## config.mk

```make
export PLATFORM = sky130hd
export DESIGN_NAME = double_ended_queue
export DESIGN_NICKNAME = d
export VERILOG_FILES = /design/src/design/deq_pkg.sv /design/src/design/deq_cell.sv /design/src/design/deq_chain.sv /design/src/design/double_ended_queue.sv
export SDC_FILE = /design/constraint.sdc
export NUM_CORES = 1
export LEC_CHECK = 0
export ABC_AREA = 0
export BUFFER_PORTS_ARGS = -buffer_cell sky130_fd_sc_hd__buf_2
export CELL_PAD_IN_SITES_DETAIL_PLACEMENT = 1
export CELL_PAD_IN_SITES_GLOBAL_PLACEMENT = 1
export CORE_MARGIN = 2
export CORE_UTILIZATION = 25
export CTS_CLUSTER_DIAMETER = 100
export DETAILED_ROUTE_END_ITERATION = 10
export GPL_ROUTABILITY_DRIVEN = 1
export GPL_TIMING_DRIVEN = 0
export PLACE_DENSITY_LB_ADDON = 0.1
export SETUP_SLACK_MARGIN = 0.05
export SLEW_MARGIN = 25
export SYNTH_ARGS = -nofsm -noshare
export SYNTH_HDL_FRONTEND = slang
export SYNTH_HIERARCHICAL = 1
export SYNTH_SLANG_ARGS = --single-unit
```

## constraint.sdc

```tcl
create_clock -name clk_i -period 6 [get_ports clk_i]
set_input_delay 0.3 -clock clk_i [delete_from_list [all_inputs] [get_ports clk_i]]
set_output_delay 0.3 -clock clk_i [all_outputs]
set_load 0.01 [all_outputs]
```

## src/design/deq_pkg.sv

```systemverilog
// Shared types and defaults for the double-ended queue.
`default_nettype none

package deq_pkg;

  localparam int unsigned DepthDef = 16;
  localparam int unsigned WidthDef = 32;
  localparam int unsigned PortW    = 32;

  typedef enum logic [1:0] {
    MODE_PUSH_FRONT = 2'd0,
    MODE_PUSH_BACK  = 2'd1,
    MODE_POP_FRONT  = 2'd2,
    MODE_POP_BACK   = 2'd3
  } mode_e;

  // Operation broadcast to every cell; at most one bit is set, and only for
  // an operation that succeeds.
  typedef struct packed {
    logic push_front;
    logic push_back;
    logic pop_front;
    logic pop_back;
  } cell_ctrl_t;

  // Occupancy seen at the ends of the chain.
  typedef struct packed {
    logic full;
    logic empty;
  } occ_t;

endpackage

`default_nettype wire

```

## src/design/deq_cell.sv

```systemverilog
// One storage cell of the queue chain: a word, its valid flag and neighbor moves.
`default_nettype none

module deq_cell
  import deq_pkg::*;
#(
  parameter int unsigned WIDTH = WidthDef
) (
  input  wire logic             clk_i,
  input  wire logic             rst_ni,
  input  wire cell_ctrl_t       ctrl_i,
  input  wire logic [WIDTH-1:0] word_i,
  input  wire logic [WIDTH-1:0] left_data_i,
  input  wire logic             left_valid_i,
  input  wire logic [WIDTH-1:0] right_data_i,
  input  wire logic             right_valid_i,
  output logic      [WIDTH-1:0] data_o,
  output logic                  valid_o,
  output logic                  last_o
);

  logic [WIDTH-1:0] data_q, data_d;
  logic             valid_q, valid_d;

  // This cell holds the back entry when it is filled and its right
  // neighbor is not.
  assign last_o = valid_q && !right_valid_i;

  always_comb begin
    data_d  = data_q;
    valid_d = valid_q;
    if (ctrl_i.push_front) begin
      data_d  = left_data_i;
      valid_d = left_valid_i;
    end else if (ctrl_i.push_back) begin
      // The first empty cell takes the word.
      if (!valid_q && left_valid_i) begin
        data_d  = word_i;
        valid_d = 1'b1;
      end
    end else if (ctrl_i.pop_front) begin
      data_d  = right_data_i;
      valid_d = right_valid_i;
    end else if (ctrl_i.pop_back) begin
      if (last_o) begin
        valid_d = 1'b0;
      end
    end
  end

  always_ff @(posedge clk_i or negedge rst_ni) begin
    if (!rst_ni) begin
      valid_q <= 1'b0;
    end else begin
      valid_q <= valid_d;
    end
  end

  always_ff @(posedge clk_i) begin
    data_q <= data_d;
  end

  assign data_o  = data_q;
  assign valid_o = valid_q;

endmodule

`default_nettype wire

```

## src/design/deq_chain.sv

```systemverilog
// Row of queue cells, packed from the front, with end flags and end reads.
`default_nettype none

module deq_chain
  import deq_pkg::*;
#(
  parameter int unsigned DEPTH = DepthDef,
  parameter int unsigned WIDTH = WidthDef
) (
  input  wire logic             clk_i,
  input  wire logic             rst_ni,
  input  wire cell_ctrl_t       ctrl_i,
  input  wire logic [WIDTH-1:0] word_i,
  output occ_t                  occ_o,
  output logic      [WIDTH-1:0] front_data_o,
  output logic      [WIDTH-1:0] back_data_o
);

  logic [WIDTH-1:0] cell_data [DEPTH];
  logic [DEPTH-1:0] cell_valid;
  logic [DEPTH-1:0] cell_last;

  for (genvar i = 0; i < DEPTH; i++) begin : g_cell
    logic [WIDTH-1:0] left_data;
    logic             left_valid;
    logic [WIDTH-1:0] right_data;
    logic             right_valid;

    if (i == 0) begin : g_head
      // The head sees the incoming word as a filled left neighbor.
      assign left_data  = word_i;
      assign left_valid = 1'b1;
    end else begin : g_body
      assign left_data  = cell_data[i-1];
      assign left_valid = cell_valid[i-1];
    end

    if (i == DEPTH - 1) begin : g_tail
      assign right_data  = '0;
      assign right_valid = 1'b0;
    end else begin : g_inner
      assign right_data  = cell_data[i+1];
      assign right_valid = cell_valid[i+1];
    end

    deq_cell #(
      .WIDTH(WIDTH)
    ) u_cell (
      .clk_i        (clk_i),
      .rst_ni       (rst_ni),
      .ctrl_i       (ctrl_i),
      .word_i       (word_i),
      .left_data_i  (left_data),
      .left_valid_i (left_valid),
      .right_data_i (right_data),
      .right_valid_i(right_valid),
      .data_o       (cell_data[i]),
      .valid_o      (cell_valid[i]),
      .last_o       (cell_last[i])
    );
  end

  assign occ_o.full    = cell_valid[DEPTH-1];
  assign occ_o.empty   = !cell_valid[0];
  assign front_data_o  = cell_data[0];

  // At most one cell flags itself as the back entry.
  always_comb begin
    back_data_o = '0;
    for (int unsigned i = 0; i < DEPTH; i++) begin
      back_data_o = back_data_o | ({WIDTH{cell_last[i]}} & cell_data[i]);
    end
  end

endmodule

`default_nettype wire

```

## src/design/double_ended_queue.sv

```systemverilog
// Top level of the double-ended queue: decode, result register and handshake.
//
//   channel | direction | handshake              | payload
//   input   | in        | in_valid_i / in_stall_o  | mode_i, data_in_i
//   output  | out       | out_valid_o / out_stall_i | data_out_o, status_o
//
// Each accepted beat is applied to the cell chain; its result
// appears in the output register on the next cycle, one beat per cycle while in_stall_o is low.
// The chain of DEPTH cells shifts all words together for front operations.
// Reset clears every cell's valid flag, so the queue starts empty.
// A new beat is taken while the result register is free or being drained;
// in_stall_o rises only while a result waits and out_stall_i is high.
`default_nettype none

module double_ended_queue
  import deq_pkg::*;
#(
  parameter int unsigned DEPTH = DepthDef,
  parameter int unsigned WIDTH = WidthDef
) (
  input  wire logic             clk_i,
  input  wire logic             rst_ni,
  input  wire logic             in_valid_i,
  output logic                  in_stall_o,
  input  wire logic [1:0]       mode_i,
  input  wire logic [PortW-1:0] data_in_i,
  output logic                  out_valid_o,
  input  wire logic             out_stall_i,
  output logic      [PortW-1:0] data_out_o,
  output logic                  status_o
);

  logic             accept;
  mode_e            mode;
  cell_ctrl_t       ctrl;
  occ_t             occ;
  logic [WIDTH-1:0] word;
  logic [WIDTH-1:0] front_data;
  logic [WIDTH-1:0] back_data;
  logic [WIDTH-1:0] pop_data;
  logic [PortW-1:0] pop_word;
  logic             fail;

  logic             out_valid_q, out_valid_d;
  logic [PortW-1:0] data_out_q, data_out_d;
  logic             status_q, status_d;

  assign in_stall_o = out_valid_q && out_stall_i;
  assign accept     = in_valid_i && !in_stall_o;
  assign mode       = mode_e'(mode_i);

  for (genvar b = 0; b < WIDTH; b++) begin : g_word
    if (b < PortW) begin : g_bit
      assign word[b] = data_in_i[b];
    end else begin : g_pad
      assign word[b] = 1'b0;
    end
  end

  always_comb begin
    ctrl     = '0;
    fail     = 1'b0;
    pop_data = '0;
    unique case (mode)
      MODE_PUSH_FRONT: begin
        fail            = occ.full;
        ctrl.push_front = accept && !occ.full;
      end
      MODE_PUSH_BACK: begin
        fail           = occ.full;
        ctrl.push_back = accept && !occ.full;
      end
      MODE_POP_FRONT: begin
        fail           = occ.empty;
        ctrl.pop_front = accept && !occ.empty;
        pop_data       = occ.empty ? '0 : front_data;
      end
      MODE_POP_BACK: begin
        fail          = occ.empty;
        ctrl.pop_back = accept && !occ.empty;
        pop_data      = occ.empty ? '0 : back_data;
      end
      default: begin
        fail = 1'b1;
      end
    endcase
  end

  for (genvar b = 0; b < PortW; b++) begin : g_out
    if (b < WIDTH) begin : g_bit
      assign pop_word[b] = pop_data[b];
    end else begin : g_pad
      assign pop_word[b] = 1'b0;
    end
  end

  deq_chain #(
    .DEPTH(DEPTH),
    .WIDTH(WIDTH)
  ) u_chain (
    .clk_i       (clk_i),
    .rst_ni      (rst_ni),
    .ctrl_i      (ctrl),
    .word_i      (word),
    .occ_o       (occ),
    .front_data_o(front_data),
    .back_data_o (back_data)
  );

  always_comb begin
    out_valid_d = out_valid_q;
    data_out_d  = data_out_q;
    status_d    = status_q;
    if (accept) begin
      out_valid_d = 1'b1;
      data_out_d  = pop_word;
      status_d    = fail;
    end else if (out_valid_q && !out_stall_i) begin
      out_valid_d = 1'b0;
    end
  end

  always_ff @(posedge clk_i or negedge rst_ni) begin
    if (!rst_ni) begin
      out_valid_q <= 1'b0;
    end else begin
      out_valid_q <= out_valid_d;
    end
  end

  always_ff @(posedge clk_i) begin
    data_out_q <= data_out_d;
    status_q   <= status_d;
  end

  assign out_valid_o = out_valid_q;
  assign data_out_o  = data_out_q;
  assign status_o    = status_q;

`ifndef SYNTHESIS
  a_full_not_empty: assert property (@(posedge clk_i) disable iff (!rst_ni)
    !(occ.full && occ.empty))
    else $error("queue flags report full and empty at once");

  a_accept_gives_result: assert property (@(posedge clk_i) disable iff (!rst_ni)
    accept |=> out_valid_o)
    else $error("accepted beat produced no result");

  a_empty_pop_fails: assert property (@(posedge clk_i) disable iff (!rst_ni)
    (accept && occ.empty && (mode == MODE_POP_FRONT || mode == MODE_POP_BACK))
      |=> (status_o && data_out_o == '0))
    else $error("pop on empty queue did not fail");

  a_push_zero_data: assert property (@(posedge clk_i) disable iff (!rst_ni)
    (accept && (mode == MODE_PUSH_FRONT || mode == MODE_PUSH_BACK))
      |=> (data_out_o == '0 && status_o == $past(occ.full)))
    else $error("push result carries wrong data or status");

  a_push_fills: assert property (@(posedge clk_i) disable iff (!rst_ni)
    (ctrl.push_front || ctrl.push_back) |=> !occ.empty)
    else $error("queue empty after a successful push");
`endif

endmodule

`default_nettype wire

```

# Word-level counts from Yosys, hierarchy flattened
# Index checks and enable logic that the tools add are counted.
dict set report word_totals {
  wordCells 344
  input_bits 38
  regBits 562
}
dict set report op_classes {
  eq_ne 19
  n_mux 168
  n_reduce_logical 91
  n_bitwise 31
}
# op count
set ops {}
lappend ops {{two-way mux 32 bit} 66}
lappend ops {{AND 32 bit} 16}
lappend ops {{OR 32 bit} 15}
lappend ops {{two-way mux 1 bit} 100}
lappend ops {{one-hot mux 32 bit (2 select lines)} 1}
lappend ops {{nonzero test 4 bit} 16}
lappend ops {{inequality test 3 x 1 -> 1 bit (second input constant)} 15}
lappend ops {{AND reduction 3 bit} 14}
lappend ops {{AND reduction 2 bit} 18}
lappend ops {{logical AND 1 bit} 20}
lappend ops {{logical NOT 1 bit} 18}
lappend ops {{equality test 2 bit (second input constant)} 2}
lappend ops {{OR reduction 2 bit} 2}
lappend ops {{inequality test 3 bit (second input constant)} 1}
lappend ops {{nonzero test 3 bit} 1}
lappend ops {{equality test 2 x 1 -> 1 bit (second input constant)} 1}
lappend ops {{logical NOT 2 bit} 1}
lappend ops {{one-hot mux 1 bit (2 select lines)} 1}
lappend ops {{nonzero test 2 bit} 1}

# Logic depth before layout (Yosys ltp)
dict set report logic_depth {
  depth_word 20
  depth_mapped 8
  ltp_nobuf 7
}

# By module
# Netlist, hierarchy kept.
# mod seq_area_each_um2 area_each_um2 instances cells_each
set by_module_without_submodules {}
lappend by_module_without_submodules {deq_cell 985.9 1739.2 16 152}
lappend by_module_without_submodules {deq_chain 0.0 2827.7 1 340}
lappend by_module_without_submodules {double_ended_queue 1016.0 1655.3 1 118}

# Worst setup path before layout
# OpenSTA, ideal clock, no wires.
dict set report synth_path {
  path_type {flip-flop to flip-flop}
  startpoint {register out_valid_q, in the netlist out_valid_o}
  endpoint {register u_chain.g_cell[0].u_cell.valid_q}
  path_slack_ns 1.653
  path_stages_with_launch 8
  period_less_slack_ns 4.347
  n_path_buf 1
  arrival_ns 4.281
  setup_time_ns 0.066
  path_cell_list {dfrtp_1 -> a21bo_2 -> nor4_1 -> buf_6 -> nand2b_1 -> nand3_2 -> a31oi_1 -> o22a_1}
}
# element line_no
set synth_rtl {}
lappend synth_rtl {{start: declaration} double_ended_queue.sv:44} ;# logic out_valid_q, out_valid_d;
lappend synth_rtl {{start signal: assignment} double_ended_queue.sv:127} ;# out_valid_q <= out_valid_d;
lappend synth_rtl {{end signal: assignment} deq_cell.sv:55} ;# valid_q <= valid_d;
lappend synth_rtl {{end: declaration} deq_cell.sv:23} ;# logic valid_q, valid_d;

==> metrics.yaml <==
grt.met1_usage_pct: 33.6
yosysWarningCount: 6
grt_pass1_vias: 28180
dpl.hpwl_um: 117000
cts_resized: 0
postCtsSetupRepairBufs: 0
grt_pass1_wl_um: 231000
synthArstFlopShare_pct: 3.02
synthCells: 2890
drt_first_pass_iters: 5
dp.cells: 4686
ff2ff_path_depth: 8
grtUsageMet3_pct: 3.49
num_rows: 131
synth_cell_types: 34
synth_area_per_cell_um2: 11.2
relSlewSlack_pct: 24.4
timing.final.hold_violations: 0
fillCellCount: 14170
clk_path_buf_depth: 3
core_um2: 128000
worst_slew_pin_slew_ns: 1.13
layout-drive-gt1-share_pct: 12.6
vias: 26796
portBuffers: 71
drc: 0
grt.busiest_layer: "met2"
startpoint_type: "flop"
final_util_pct: 29.6
fmaxAchievable_ghz: 0.290
arrival_ns: 3.80
cts_sinks: 562
area_growth_pct: 17.1
power_density_nw_per_um2: 393
post-route-period-util_pct: 57.4
finalClockSkew_ns: 0.0387
synth-edff-count: 545
setup_violations: 0
numCtsBuffers: 77
hp-class: "primary input to flop"
antenna_left: 0
nets: 3145
cts_tree: "yes"
ys_seq_area_share_pct: 52.0
min_from: "mode_i[1]"
r2r_start: "u_chain/g_cell[15].u_cell/valid_o$_DFFE_PN0P_"
vias_per_cell: 5.55
multi_input_area_um2: 13900
critical_path_required_ns: 6.36
rsz0062_at_grt: "no"
fp.dieArea_um2: 132000
finalMaxSlewViolations: 0
synth_ff_type: "edfxtp_1"
maxCapViolations: 0
crit_fanout: 17
holdPathEnd: "status_o$_DFFE_PP_"
cts_hold_buf: 3
synth-seq-cells: 562
cts-root-buf: "clkbuf_16"
seqCellArea_um2: 16800
wl_um: 169000
worstSetupPathType: "flop to flop"
grt_usage_pct: 25.2
stdcell_count: 4829
antenna_found_initial: 4
fp.dieW_um: 364
ff2ff_setup_slack_ns: 2.56
p_leak_nw: 11.6
fin_crit_ns: 3.44
die_h_um: 364
endpoint_kind: "flop"
setup-tns-final_ns: 0
start_util_pct: 25.3
met2_usage_pct: 40.4
drt-initial-drc-count: 2386
gr-total-overflow: 0
clk_pin_slew_ns: 0.06
peakVddDrop_uv: 190
whs_path_depth: 2
synth_area_um2: 32300
ioPinCount: 73
clock_latency_ns: 0.69
grt_max_degree: 35
routabilityCongestion: 0.869
post_drt_wl_per_cell_um: 35.0
htree_levels: 3
outcome: "complete, no violations"
reg2reg_to: "u_chain/g_cell[13].u_cell/data_o[14]$_DFFE_PP_"
==> through the flow <==
step           area, µm²  hold WS (ns)  power (mW)  worst slack [ns]
3_5_place_dp       35400         0.304        10.4              2.46
3_3_place_gp       34900         0.308        10.2             -1.27
6_report           37800        0.0852        14.9              2.56
4_1_cts            37800        0.0393        14.9              2.50
5_1_grt            37800        0.0675        15.4              2.33
2_1_floorplan      32400       0.00441        7.94              1.65
==> cell type report <==
class | count | share of cell area, %
Antenna cell | 1 | 0.00661
Inverter | 52 | 0.522
Clock buffer | 103 | 5.46
Clock inverter | 35 | 0.751
Sequential cell | 562 | 44.4
Buffer | 233 | 4.47
Tap cell | 1662 | 5.50
Timing Repair Buffer | 103 | 2.15
Multi-Input combinational cell | 2078 | 36.8
==> cells in the final DEF, fill, tap and decap left out, types with 2 or more instances in the layout <==
master           n
clkbuf_1        89
clkbuf_2         4
clkinv_2        14
buf_6           92
inv_1           50
nand3_4         16
a31oi_1         16
a22o_1         128
a221oi_1       124
nand4_1         32
mux2i_1        544
buf_1            2
clkbuf_16       78
nor2b_1         15
o22a_1          16
edfxtp_1       545
conb_1          37
nor3_2           2
buf_2          140
buf_4           10
clkinv_1        12
nand2b_1        18
inv_6            2
dlygate4sd3_1    3
nand3b_1        16
clkinv_8         2
nor2_1          30
a221oi_2         4
clkbuf_8         2
o21ai_0        512
nand2_1        513
nor2_2           2
bufinv_16        2
a21oi_1         16
dfrtp_1         17
o211ai_1        16
buf_12          18
a211oi_1        16
==> flip-flops by register name, indices dropped and copies added, names as in the netlist <==
signal and count:
data_out_o 32, out_valid_o 1, status_o 1, u_chain/g_cell.u_cell/data_o 512
u_chain/g_cell.u_cell/valid_o 16
==> cells by family (layout without fill, tap and decap cells) <==
family	after synthesis	after routing	share of synthesized area, %
AO/OA/AOI/OAI	849	849	16.7
other	2	38	0.0232
flip-flops	562	562	52.0
buffers and inverters	285	526	5.82
AND/OR/NAND/NOR	647	647	8.58
multiplexers	545	545	16.9
==> routing by layer <==
layer	share of wire, %	vias to the layer above	wire (µm)
li1	-	11422	-
met5	0.0077	-	13
met3	5.5	286	9220
met4	4.6	2	7810
met1	44	14038	74900
met2	46	1048	77000
==> where the power goes <==
| group | switching, mW | total, mW | internal, mW |
|---|---|---|---|
| Combinational | 3.33 | 4.88 | 1.55 |
| Sequential | 0.511 | 5.51 | 5.00 |
| Clock | 1.99 | 4.50 | 2.51 |
==> critical path, cell delays in order (launching register included) <==
cell      delay [ns]
dfrtp_1         0.49
buf_4           0.21
nor4_4          0.39
buf_4           0.30
buf_6           0.19
buf_4           0.22
buf_2           0.41
clkbuf_1        0.67
o21ai_0         0.21
==> worst max-delay path by stage <==
stage	to	slack (ns)	start	cells after the start
floorplan	u_chain/g_cell[0].u_cell/valid_o$_DFFE_PN0P_	1.65	out_valid_o$_DFFE_PN0P_	7
global placement	u_chain/g_cell[8].u_cell/valid_o$_DFFE_PN0P_	-1.27	mode_i[0]	7
detailed placement	u_chain/g_cell[13].u_cell/data_o[21]$_DFFE_PP_	2.46	mode_i[0]	9
CTS	u_chain/g_cell[13].u_cell/data_o[14]$_DFFE_PP_	2.50	u_chain/g_cell[15].u_cell/valid_o$_DFFE_PN0P_	8
global route	u_chain/g_cell[13].u_cell/data_o[18]$_DFFE_PP_	2.33	u_chain/g_cell[15].u_cell/valid_o$_DFFE_PN0P_	8
finish	u_chain/g_cell[13].u_cell/data_o[14]$_DFFE_PP_	2.56	u_chain/g_cell[15].u_cell/valid_o$_DFFE_PN0P_	8
==> cells in the mapped netlist (17+ instances only) <==
| cell | count | area, µm² |
|---|---|---|
| buf_2 | 67 | 335 |
| nand2_1 | 513 | 1930 |
| nand4_1 | 32 | 200 |
| a221oi_1 | 124 | 1090 |
| clkbuf_1 | 70 | 263 |
| nor2_1 | 30 | 113 |
| buf_6 | 90 | 1010 |
| dfrtp_1 | 17 | 425 |
| inv_1 | 51 | 191 |
| a22o_1 | 128 | 1120 |
| mux2i_1 | 544 | 5450 |
| nand2b_1 | 18 | 113 |
| o21ai_0 | 512 | 2560 |
| edfxtp_1 | 545 | 16400 |
No activity file was read; power rests on OpenSTA's default activity.
